==> src/sv/mhnt_pkg.sv <==
// Package for the held MIDI note table: item codes, command and result types.
// Used by every module of the block; depends on nothing.

package mhnt_pkg;

    localparam int MAX_HELD_DEF = 32;

    localparam logic [3:0] MIDI_NOTE_OFF = 4'h8;
    localparam logic [3:0] MIDI_NOTE_ON  = 4'h9;

    typedef enum logic [1:0] {
        ACT_MSG   = 2'd0,
        ACT_READ  = 2'd1,
        ACT_CLEAR = 2'd2
    } t_action;

    typedef enum logic [2:0] {
        K_IGNORE,
        K_NOTE_ON,
        K_NOTE_OFF,
        K_READ,
        K_CLEAR
    } t_kind;

    typedef enum logic [2:0] {
        OC_IGNORED    = 3'd0,
        OC_STORED     = 3'd1,
        OC_RETRIGGER  = 3'd2,
        OC_DROPPED    = 3'd3,
        OC_RELEASED   = 3'd4,
        OC_UNMATCHED  = 3'd5,
        OC_READ       = 3'd6,
        OC_CLEARED    = 3'd7
    } t_outcome;

    typedef enum logic [1:0] {
        BS_IDLE,
        BS_FIND,
        BS_APPLY
    } t_bstate;

    typedef struct packed {
        logic [7:0]  port;
        logic [3:0]  channel;
        logic [6:0]  note;
        logic [6:0]  velocity;
        logic [7:0]  source;
        logic [31:0] first_tick;
    } t_entry;

    typedef struct packed {
        t_kind       kind;
        logic [7:0]  port;
        logic [3:0]  channel;
        logic [6:0]  note;
        logic [6:0]  velocity;
        logic [31:0] tick;
        logic [7:0]  source;
        logic [4:0]  read_index;
    } t_cmd;

    typedef struct packed {
        t_outcome    outcome;
        logic [5:0]  held_count;
        logic        overflowed;
        logic        entry_valid;
        t_entry      entry;
    } t_result;

endpackage

==> src/sv/midi_held_note_table.sv <==
// Held MIDI note table, top level: front end, command queue, table engine.
// Path to m_axis: queue slot, command register, match registers, output register.
// The engine takes one transaction at a time through its idle, find and apply states.
// The two-entry queue and the output register let input and output stall independently.
// Reset (i_rst_n low, synchronous) empties the table, the queue and the overflow flag.
// Depends on mhnt_pkg, mhnt_front, mhnt_queue, mhnt_back.

module midi_held_note_table #(
    parameter int MAX_HELD = mhnt_pkg::MAX_HELD_DEF
) (
    input  logic        i_clk,
    input  logic        i_rst_n,
    input  logic        s_axis_tvalid,
    output logic        s_axis_tready,
    input  logic [79:0] s_axis_tdata,   // port, status_byte, data1, data2, tick,
                                        // source_tag, read_index, zero fill
    input  logic [1:0]  s_axis_tuser,   // action
    output logic        m_axis_tvalid,
    input  logic        m_axis_tready,
    output logic [79:0] m_axis_tdata,   // held_count, overflowed, entry_valid, entry_port,
                                        // entry_channel, entry_note, entry_velocity,
                                        // entry_source, entry_first_tick, zero fill
    output logic [2:0]  m_axis_tuser    // outcome
);

    logic              w_push;
    logic              w_full;
    logic              w_pop;
    logic              w_q_valid;
    mhnt_pkg::t_cmd    w_in_cmd;
    mhnt_pkg::t_cmd    w_q_cmd;
    mhnt_pkg::t_result w_res;

    mhnt_front u_front (
        .s_axis_tvalid (s_axis_tvalid),
        .s_axis_tready (s_axis_tready),
        .s_axis_tdata  (s_axis_tdata),
        .s_axis_tuser  (s_axis_tuser),
        .i_q_full      (w_full),
        .o_push        (w_push),
        .o_cmd         (w_in_cmd)
    );

    mhnt_queue u_queue (
        .i_clk   (i_clk),
        .i_rst_n (i_rst_n),
        .i_push  (w_push),
        .i_cmd   (w_in_cmd),
        .o_full  (w_full),
        .i_pop   (w_pop),
        .o_valid (w_q_valid),
        .o_cmd   (w_q_cmd)
    );

    mhnt_back #(
        .MAX_HELD (MAX_HELD)
    ) u_back (
        .i_clk       (i_clk),
        .i_rst_n     (i_rst_n),
        .i_q_valid   (w_q_valid),
        .i_q_cmd     (w_q_cmd),
        .o_pop       (w_pop),
        .o_res_valid (m_axis_tvalid),
        .o_res       (w_res),
        .i_res_ready (m_axis_tready)
    );

    assign m_axis_tuser = w_res.outcome;
    assign m_axis_tdata = {6'd0, w_res.entry.first_tick, w_res.entry.source,
                           w_res.entry.velocity, w_res.entry.note, w_res.entry.channel,
                           w_res.entry.port, w_res.entry_valid, w_res.overflowed,
                           w_res.held_count};

    a_clear_empties: assert property (@(posedge i_clk) disable iff (!i_rst_n)
        (m_axis_tvalid && m_axis_tuser == mhnt_pkg::OC_CLEARED) |->
        (m_axis_tdata[6:0] == 7'd0))
        else $error("clear result reports held notes or overflow");

    a_drop_sets_flag: assert property (@(posedge i_clk) disable iff (!i_rst_n)
        (m_axis_tvalid && m_axis_tuser == mhnt_pkg::OC_DROPPED) |-> m_axis_tdata[6])
        else $error("dropped note without overflow flag");

    a_valid_only_read: assert property (@(posedge i_clk) disable iff (!i_rst_n)
        (m_axis_tvalid && m_axis_tdata[7]) |->
        (m_axis_tuser == mhnt_pkg::OC_READ &&
         (m_axis_tdata[5:0] != 6'd0 || MAX_HELD >= 64)))
        else $error("entry valid outside a read of a non-empty table");

    a_store_counts: assert property (@(posedge i_clk) disable iff (!i_rst_n)
        (m_axis_tvalid && m_axis_tuser == mhnt_pkg::OC_STORED) |->
        (m_axis_tdata[5:0] != 6'd0 || MAX_HELD >= 64))
        else $error("stored note with zero held count");

endmodule

==> src/sv/mhnt_front.sv <==
// Front end of the held note table: accepts stream transactions and classifies them.
// Depends on mhnt_pkg.

module mhnt_front (
    input  logic                 s_axis_tvalid,
    output logic                 s_axis_tready,
    input  logic [79:0]          s_axis_tdata,   // port, status_byte, data1, data2, tick,
                                                 // source_tag, read_index, zero fill
    input  logic [1:0]           s_axis_tuser,   // action
    input  logic                 i_q_full,
    output logic                 o_push,
    output mhnt_pkg::t_cmd       o_cmd
);

    logic [7:0] w_status;
    logic [6:0] w_vel;

    assign w_status      = s_axis_tdata[15:8];
    assign w_vel         = s_axis_tdata[29:23];
    assign s_axis_tready = !i_q_full;
    assign o_push        = s_axis_tvalid && !i_q_full;

    always_comb begin
        o_cmd.port       = s_axis_tdata[7:0];
        o_cmd.channel    = w_status[3:0];
        o_cmd.note       = s_axis_tdata[22:16];
        o_cmd.velocity   = w_vel;
        o_cmd.tick       = s_axis_tdata[61:30];
        o_cmd.source     = s_axis_tdata[69:62];
        o_cmd.read_index = s_axis_tdata[74:70];
        case (mhnt_pkg::t_action'(s_axis_tuser))
            mhnt_pkg::ACT_MSG: begin
                if (w_status[7:4] == mhnt_pkg::MIDI_NOTE_ON && w_vel != 7'd0) begin
                    o_cmd.kind = mhnt_pkg::K_NOTE_ON;
                end else if (w_status[7:4] == mhnt_pkg::MIDI_NOTE_OFF ||
                             w_status[7:4] == mhnt_pkg::MIDI_NOTE_ON) begin
                    o_cmd.kind = mhnt_pkg::K_NOTE_OFF;
                end else begin
                    o_cmd.kind = mhnt_pkg::K_IGNORE;
                end
            end
            mhnt_pkg::ACT_READ:  o_cmd.kind = mhnt_pkg::K_READ;
            mhnt_pkg::ACT_CLEAR: o_cmd.kind = mhnt_pkg::K_CLEAR;
            default:             o_cmd.kind = mhnt_pkg::K_IGNORE;
        endcase
    end

endmodule

==> src/sv/mhnt_queue.sv <==
// Two-entry command queue between the front end and the table engine.
// Depends on mhnt_pkg.

module mhnt_queue (
    input  logic                 i_clk,
    input  logic                 i_rst_n,
    input  logic                 i_push,
    input  mhnt_pkg::t_cmd       i_cmd,
    output logic                 o_full,
    input  logic                 i_pop,
    output logic                 o_valid,
    output mhnt_pkg::t_cmd       o_cmd
);

    mhnt_pkg::t_cmd r_slot [2];
    logic           r_wr_ptr;
    logic           r_rd_ptr;
    logic [1:0]     r_count;

    assign o_full  = (r_count == 2'd2);
    assign o_valid = (r_count != 2'd0);
    assign o_cmd   = r_slot[r_rd_ptr];

    always_ff @(posedge i_clk) begin
        if (i_push) begin
            r_slot[r_wr_ptr] <= i_cmd;
        end
    end

    always_ff @(posedge i_clk) begin
        if (!i_rst_n) begin
            r_wr_ptr <= 1'b0;
            r_rd_ptr <= 1'b0;
            r_count  <= 2'd0;
        end else begin
            if (i_push) begin
                r_wr_ptr <= !r_wr_ptr;
            end
            if (i_pop) begin
                r_rd_ptr <= !r_rd_ptr;
            end
            case ({i_push, i_pop})
                2'b10:   r_count <= r_count + 2'd1;
                2'b01:   r_count <= r_count - 2'd1;
                default: r_count <= r_count;
            endcase
        end
    end

endmodule

==> src/sv/mhnt_back.sv <==
// Table engine: holds the note entries, finds matches, applies commands, registers results.
// Depends on mhnt_pkg.

module mhnt_back #(
    parameter int MAX_HELD = mhnt_pkg::MAX_HELD_DEF
) (
    input  logic                 i_clk,
    input  logic                 i_rst_n,
    input  logic                 i_q_valid,
    input  mhnt_pkg::t_cmd       i_q_cmd,
    output logic                 o_pop,
    output logic                 o_res_valid,
    output mhnt_pkg::t_result    o_res,
    input  logic                 i_res_ready
);

    localparam int CW = $clog2(MAX_HELD + 1);
    localparam int IW = (MAX_HELD > 1) ? $clog2(MAX_HELD) : 1;

    mhnt_pkg::t_bstate r_state, n_state;
    mhnt_pkg::t_cmd    r_cmd;
    mhnt_pkg::t_entry  r_entries [MAX_HELD];
    logic [CW-1:0]     r_count, n_count;
    logic              r_ovf, n_ovf;
    logic              r_hit, n_hit;
    logic [IW-1:0]     r_hit_idx, n_hit_idx;
    logic              r_out_valid;
    mhnt_pkg::t_result r_out, n_out;
    logic              w_load;
    logic              w_full;
    logic              w_rd_ok;

    assign o_res_valid = r_out_valid;
    assign o_res       = r_out;
    assign w_full      = (r_count >= CW'(MAX_HELD));
    assign w_rd_ok     = (32'(r_cmd.read_index) < 32'(MAX_HELD)) &&
                         (32'(r_cmd.read_index) < 32'(r_count));

    always_comb begin
        n_state = r_state;
        case (r_state)
            mhnt_pkg::BS_IDLE:  if (i_q_valid) n_state = mhnt_pkg::BS_FIND;
            mhnt_pkg::BS_FIND:  n_state = mhnt_pkg::BS_APPLY;
            mhnt_pkg::BS_APPLY: if (!r_out_valid || i_res_ready) n_state = mhnt_pkg::BS_IDLE;
            default:            n_state = mhnt_pkg::BS_IDLE;
        endcase
    end

    always_comb begin
        o_pop  = (r_state == mhnt_pkg::BS_IDLE) && i_q_valid;
        w_load = (r_state == mhnt_pkg::BS_APPLY) && (!r_out_valid || i_res_ready);
    end

    // first live entry that matches port, channel and note
    always_comb begin
        n_hit     = 1'b0;
        n_hit_idx = '0;
        for (int i = MAX_HELD - 1; i >= 0; i--) begin
            if (CW'(i) < r_count && r_entries[i].port == r_cmd.port &&
                r_entries[i].channel == r_cmd.channel && r_entries[i].note == r_cmd.note) begin
                n_hit     = 1'b1;
                n_hit_idx = IW'(i);
            end
        end
    end

    always_comb begin
        n_count = r_count;
        n_ovf   = r_ovf;
        n_out   = '0;
        case (r_cmd.kind)
            mhnt_pkg::K_NOTE_ON: begin
                if (r_hit) begin
                    n_out.outcome = mhnt_pkg::OC_RETRIGGER;
                end else if (w_full) begin
                    n_ovf         = 1'b1;
                    n_out.outcome = mhnt_pkg::OC_DROPPED;
                end else begin
                    n_count       = r_count + CW'(1);
                    n_out.outcome = mhnt_pkg::OC_STORED;
                end
            end
            mhnt_pkg::K_NOTE_OFF: begin
                if (r_hit) begin
                    n_count       = r_count - CW'(1);
                    n_out.outcome = mhnt_pkg::OC_RELEASED;
                end else begin
                    n_out.outcome = mhnt_pkg::OC_UNMATCHED;
                end
            end
            mhnt_pkg::K_READ: begin
                n_out.outcome = mhnt_pkg::OC_READ;
                if (w_rd_ok) begin
                    n_out.entry_valid = 1'b1;
                    n_out.entry       = r_entries[IW'(r_cmd.read_index)];
                end
            end
            mhnt_pkg::K_CLEAR: begin
                n_count       = '0;
                n_ovf         = 1'b0;
                n_out.outcome = mhnt_pkg::OC_CLEARED;
            end
            default: n_out.outcome = mhnt_pkg::OC_IGNORED;
        endcase
        n_out.held_count = 6'(n_count);
        n_out.overflowed = n_ovf;
    end

    always_ff @(posedge i_clk) begin
        if (o_pop) begin
            r_cmd <= i_q_cmd;
        end
        if (r_state == mhnt_pkg::BS_FIND) begin
            r_hit_idx <= n_hit_idx;
        end
        if (w_load) begin
            r_out <= n_out;
        end
        if (w_load && r_cmd.kind == mhnt_pkg::K_NOTE_ON) begin
            if (r_hit) begin
                r_entries[r_hit_idx].velocity <= r_cmd.velocity;
            end else if (!w_full) begin
                r_entries[IW'(r_count)] <= '{port: r_cmd.port, channel: r_cmd.channel,
                                            note: r_cmd.note, velocity: r_cmd.velocity,
                                            source: r_cmd.source, first_tick: r_cmd.tick};
            end
        end
        if (w_load && r_cmd.kind == mhnt_pkg::K_NOTE_OFF && r_hit) begin
            for (int j = 0; j < MAX_HELD - 1; j++) begin
                if (IW'(j) >= r_hit_idx) begin
                    r_entries[j] <= r_entries[j + 1];
                end
            end
        end
    end

    always_ff @(posedge i_clk) begin
        if (!i_rst_n) begin
            r_state     <= mhnt_pkg::BS_IDLE;
            r_count     <= '0;
            r_ovf       <= 1'b0;
            r_hit       <= 1'b0;
            r_out_valid <= 1'b0;
        end else begin
            r_state <= n_state;
            if (r_state == mhnt_pkg::BS_FIND) begin
                r_hit <= n_hit;
            end
            if (w_load) begin
                r_count     <= n_count;
                r_ovf       <= n_ovf;
                r_out_valid <= 1'b1;
            end else if (i_res_ready) begin
                r_out_valid <= 1'b0;
            end
        end
    end

endmodule

==> config.mk <==
export PLATFORM = sky130hd
export DESIGN_NAME = midi_held_note_table
export DESIGN_NICKNAME = d
export VERILOG_FILES = /design/src/sv/mhnt_pkg.sv /design/src/sv/midi_held_note_table.sv /design/src/sv/mhnt_front.sv /design/src/sv/mhnt_queue.sv /design/src/sv/mhnt_back.sv
export SDC_FILE = /design/constraint.sdc
export NUM_CORES = 2
export LEC_CHECK = 0
export BUFFER_PORTS_ARGS = -buffer_cell sky130_fd_sc_hd__buf_2
export CAP_MARGIN = 25
export CORE_AREA = 2 2 503 505
export CTS_CLUSTER_SIZE = 16
export DETAILED_ROUTE_END_ITERATION = 12
export DIE_AREA = 0 0 505 507
export GPL_ROUTABILITY_DRIVEN = 0
export HOLD_SLACK_MARGIN = 0.15
export PLACE_DENSITY = 0.65
export SETUP_SLACK_MARGIN = 0.3
export SYNTH_ARGS = -nofsm -noshare
export SYNTH_HDL_FRONTEND = slang
export SYNTH_SLANG_ARGS = --single-unit
==> constraint.sdc <==
create_clock -name i_clk -period 19.1 [get_ports i_clk]
set_input_delay 0.955 -clock i_clk [delete_from_list [all_inputs] [get_ports i_clk]]
set_output_delay 0.955 -clock i_clk [all_outputs]
set_load 0.02 [all_outputs]
# --- After elaboration in Yosys (flattened, before gate mapping) ---
# Memory sizes are Yosys's and may differ from the RTL's. A register that Yosys moved wholly into a read port is not among the register bits.
# Cells that the tools add are included.
classes:
  addsub: 4
  magnitude_cmp: 65
  eq_ne: 111
  muxes: 192
  n_reduce_logical: 123
op_table:
  columns: ["op", "count"]
  rows:
  - ["$eq 8x8->1", 32]
  - ["$eq 7x7->1", 32]
  - ["$mux 1", 140]
  - ["$mux 66", 2]
  - ["$reduce_or 66->1", 2]
  - ["$eq 4x4->1", 32]
  - ["$logic_and 1x1->1", 103]
  - ["$lt 5x6->1 const A", 16]
  - ["$mux 5", 18]
  - ["$ge 5x5->1 const A", 15]
  - ["$mux 67", 1]
  - ["$lt 4x6->1 const A", 8]
  - ["$ge 4x5->1 const A", 8]
  - ["$mux 4", 8]
  - ["$lt 3x6->1 const A", 4]
  - ["$ge 3x5->1 const A", 4]
  - ["$mux 3", 6]
  - ["$mux 6", 3]
  - ["$pmux 6 s3", 1]
  - ["$mux 2", 8]
  - ["$reduce_or 16->1", 1]
  - ["$lt 1x6->1 const A", 2]
  - ["$lt 2x6->1 const A", 2]
  - ["$pmux 3 s4", 1]
  - ["29 further kinds", 46]
totals:
  reg_bits: 97
  mem_bits_rw: 2260
  inputBits: 86
  elab_cells: 520
  mem_count: 2
memory_table:
  columns: ["name", "depth", "word_bits", "read_ports", "rd_ports_with_merged_regs", "wr", "line_no", "text"]
  rows:
  - ["u_back.r_entries", 32, 66, 33, 0, 31, "mhnt_back.sv:22", "mhnt_pkg::t_entry r_entries [MAX_HELD];"]
  - ["u_queue.r_slot", 2, 74, 1, 1, 1, "mhnt_queue.sv:15", "mhnt_pkg::t_cmd r_slot [2];"]

# --- Logic depth before layout (Yosys ltp) ---
# An unclocked memory read counts as a cell.
logic_depth:
  depth_word: 37
  ltp_mapped: 14
  mapped_depth_nobuf: 12

# --- By module ---
# From an unflattened synthesis, not the netlist that was laid out.
unflattened:
  cells_unflattened: 7759
  hier_area_um2: 125516.6
modules_own_cells:
  columns: ["mod", "instances", "cells_each", "area_per_inst_um2", "seq_area_each_um2"]
  rows:
  - ["mhnt_back", 1, 7417, 119301.9, 68425.6]
  - ["mhnt_queue", 1, 252, 5551.6, 4544.4]
  - ["mhnt_front", 1, 83, 614.3, 0.0]
  - ["midi_held_note_table", 1, 7, 48.8, 0.0]

# --- Least setup slack after synthesis ---
# Ideal clock, no wire load.
synth_timing:
  path_kind: "input to register"
  startpoint: "in m_axis_tready"
  endpoint: "mem u_back.r_entries[11][0] (netlist bit) (enable)"
  setup_time_ns: 0.557
  arrival_ns: 8.746
  slack_ns: 9.797
  cell_stages: 6
  path_buffers: 2
  path_cell_list: "nand2b_1 -> nor2b_1 -> clkbuf_1 -> clkbuf_1 -> nand4_1 -> o21ai_0"
synth_rtl:
  columns: ["item", "line_no", "text"]
  rows:
  - ["from (decl)", "midi_held_note_table.sv:19", "input logic m_axis_tready,"]
  - ["to (decl)", "mhnt_back.sv:22", null]

==> impl_metrics.yaml <==
floorplanning:
  num_io_pins: 171
  rows: 184
  die_w_um: 505
  start_util_pct: 49.8
  die_h_um: 507
  core_um2: 250000
  die_area_um2: 256000
routing:
  wl_per_cell_um: 32.4
  final_antenna_net_count: 0
  routed_wl_mm: 376
  drt_iter0_drc: 9211
  avgViaCountPerCell: 6.38
  first_pass_iters: 6
  drcViolationCount: 0
  via_count: 74198
timing:
  rsz0062_at_grt: "no"
  slew_violations: 0
  report.final.setup_viol: 0
  min_period_over_period_pct: 32.5
  tightest_slew_ns: 1.13
  hold_viol_final: 0
  clock-skew-final_ns: 0.0597
  max_clock_freq_mhz: 161
  period_minus_slack_ns: 6.21
  holdWs_ns: 0.219
  slew_headroom_pct: 24.5
  fin_setup_tns_ns: 0
outcome:
  status: "completed"
yosys:
  synth_simple_gate_area_share_pct: 5.53
  synth-seq-cells: 2431
  ys_warn_count: 0
  ys_seq_area_share_pct: 58.4
  synth-edff-count: 2416
  avgSynthCellArea_um2: 15.4
  synthAdderAreaFrac_pct: 0.0902
  syn_inst: 8107
  synth_top_cell_area_share_pct: 58.1
  synth.most_common_cell: "edfxtp_1"
  yosysUniqueCellTypes: 63
  synth-main-ff-cell: "edfxtp_1"
  synth_common_cells: "edfxtp_1, mux2_2, nand2_1"
  synthMuxAreaShare_pct: 28.0
  async_reset_ff_share_pct: 0
  synth_top_family_by_area: "multiplexers"
  synthesis.area_um2: 125000
  synth_compound_area_share_pct: 0.936
  synthXorXnorAreaFrac_pct: 4.30
  yosys.area.top_type: "edfxtp_1"
  synthTopCellsByArea: "edfxtp_1, mux2_2, mux4_2"
grt:
  grt_overflow: 0
  grt_max_degree: 114
  grt_pass1_vias: 74108
  antenna_found_initial: 14
  grt_pass1_wl_mm: 536
  grt_usage_pct: 29.0
clock_tree:
  clkLatencyLatePin_ns: 0.96
  cts-htree-levels: 5
  cts_root_buf: "clkbuf_16"
  clock_path_buffers: 4
  path_clk_slew_ns: 0.06
  cts_tree: "yes"
  cts_buffers: 288
  clock_sinks: 2431
setup_path:
  crit_type: "reg -> reg"
  start_kind: "flip-flop"
  crit_arrival_ns: 6.73
  cp.required_ns: 19.63
  worstPathMaxFanout: 48
  end_kind: "flip-flop"
pwr:
  power.total_mw: 18.0
  irDropWorstVdd_mv: 0.114
  p_leak_nw: 46.3
  pwr_density_cell_nw_per_um2: 130
placement:
  placed_cells_incl_taps: 11094
  port_buffers: 159
  dp_hpwl_mm: 235
final_layout:
  stdcell_count: 11635
  final_layout_size_suffix_gt1_share_pct: 38.7
  num-fill-cells: 20119
  nets: 8191
  syn_to_final_growth_pct: 10.6
hold_path:
  hp-class: "in -> reg"
run:
  max_cap_viol_count: 0
critical path, stage by stage, from the launching register on:
cell and delay, ns:
dfxtp_1 0.31, nand2b_1 0.33, nor2b_4 0.25, buf_4 0.70
and2_1 0.23, buf_4 0.34, nand2b_4 0.45, nor2_4 0.90
nand2_4 0.71, o21ai_4 0.63, buf_4 0.74
cells in the final DEF (no fill, tap or decap), types with 9 or more instances in the layout:
cell	count
nand4_1	105
nand2b_1	13
mux4_2	660
nor2b_1	14
nor4_1	76
nand2_4	13
inv_1	17
buf_12	10
o21ai_0	56
nor2_1	98
clkbuf_16	295
clkbuf_1	77
nor3_1	21
a21oi_1	23
buf_2	184
bufinv_16	9
and2_1	9
edfxtp_1	2416
buf_4	183
nand3_1	26
clkinv_1	51
nand2_1	1241
mux2i_1	70
dfxtp_1	14
o21ai_4	39
xnor2_1	380
mux2_2	1724
dlygate4sd3_1	42
buf_16	13
clkinv_2	32
ha_1	9
xor2_1	232
metal layers:
layer | wire (um) | vias up | GRT usage (%)
met4 | 15900 | 6 | 11.5
li1 | - | 30899 | -
met5 | 37 | - | 0
met1 | 146000 | 38772 | 38.9
met3 | 36500 | 681 | 6.37
met2 | 177000 | 3840 | 46.0
flip-flops by register name (all words and copies together), names as in the netlist:
name	cells
u_back.r_ovf	1
u_queue.r_count	2
u_back.r_hit	1
u_back.o_res	77
u_back.r_cmd	74
u_back.r_state	2
u_queue.r_rd_ptr	1
u_back.r_hit_idx	5
u_queue.r_wr_ptr	1
u_back.r_count	6
u_back.r_entries	2112
u_queue.r_slot	148
u_back.o_res_valid	1
logic make-up (layout without fill, tap and decap cells):
| family | after synthesis | count (layout) |
|---|---|---|
| AO/OA/AOI/OAI | 192 | 192 |
| XOR/XNOR | 612 | 612 |
| adder cells (fa/ha/maj) | 9 | 9 |
| buffers and inverters | 759 | 927 |
| flip-flops | 2431 | 2431 |
| multiplexers | 2454 | 2454 |
| other | 1 | 13 |
| AND/OR/NAND/NOR | 1649 | 1649 |
stage by stage:
| step | instance area, um^2 | setup WS [ns] | util, % |
|---|---|---|---|
| 3_5_place_dp | 129000 | 12.25 | 51.4 |
| 3_3_place_gp | 129000 | 12.29 | 51.4 |
| 4_1_cts | 138000 | 12.89 | 55.0 |
| 2_1_floorplan | 125000 | 9.80 | - |
| 5_1_grt | 138000 | 12.52 | 55.1 |
| 6_report | 138000 | 12.89 | 55.1 |
repair_timing:
action                                 in CTS  in global routing
hold buffers                               42                  0
gates resized for setup                     0                  0
endpoints found under the hold margin      83                  0
buffers inserted                            0                  0
layout make-up:
| type | count | area (um^2) | share of cell area (%) |
|---|---|---|---|
| Clock inverter | 101 | 717 | 0.519 |
| Inverter | 19 | 71.3 | 0.0517 |
| Clock buffer | 373 | 7680 | 5.57 |
| Timing Repair Buffer | 434 | 3300 | 2.39 |
| Tap cell | 3348 | 4190 | 3.03 |
| Sequential cell | 2431 | 72900 | 52.8 |
| Multi-Input combinational cell | 4922 | 49200 | 35.7 |
| Antenna cell | 7 | 17.5 | 0.0127 |
power breakdown:
part | internal, mW | total, mW | switching (mW)
clock | 2.94 | 5.09 | 2.15
sequential | 6.61 | 6.99 | 0.387
combinational | 2.85 | 5.91 | 3.06
final timing paths:
check / start / to / slack (ns) / cells after the start
setup / recovery: u_back.o_res_valid / u_back.r_entries[4][33] / 12.89 / 10
hold reg to reg: u_back.r_entries[5][27] / u_back.r_entries[4][27] / 0.51 / 2
hold / removal: s_axis_tdata[24] / u_queue.r_slot[1][46] / 0.22 / 1
setup reg to reg: u_back.o_res_valid / u_back.r_entries[4][33] / 12.89 / 10
Note: power is estimated with default switching activity, not from simulation.
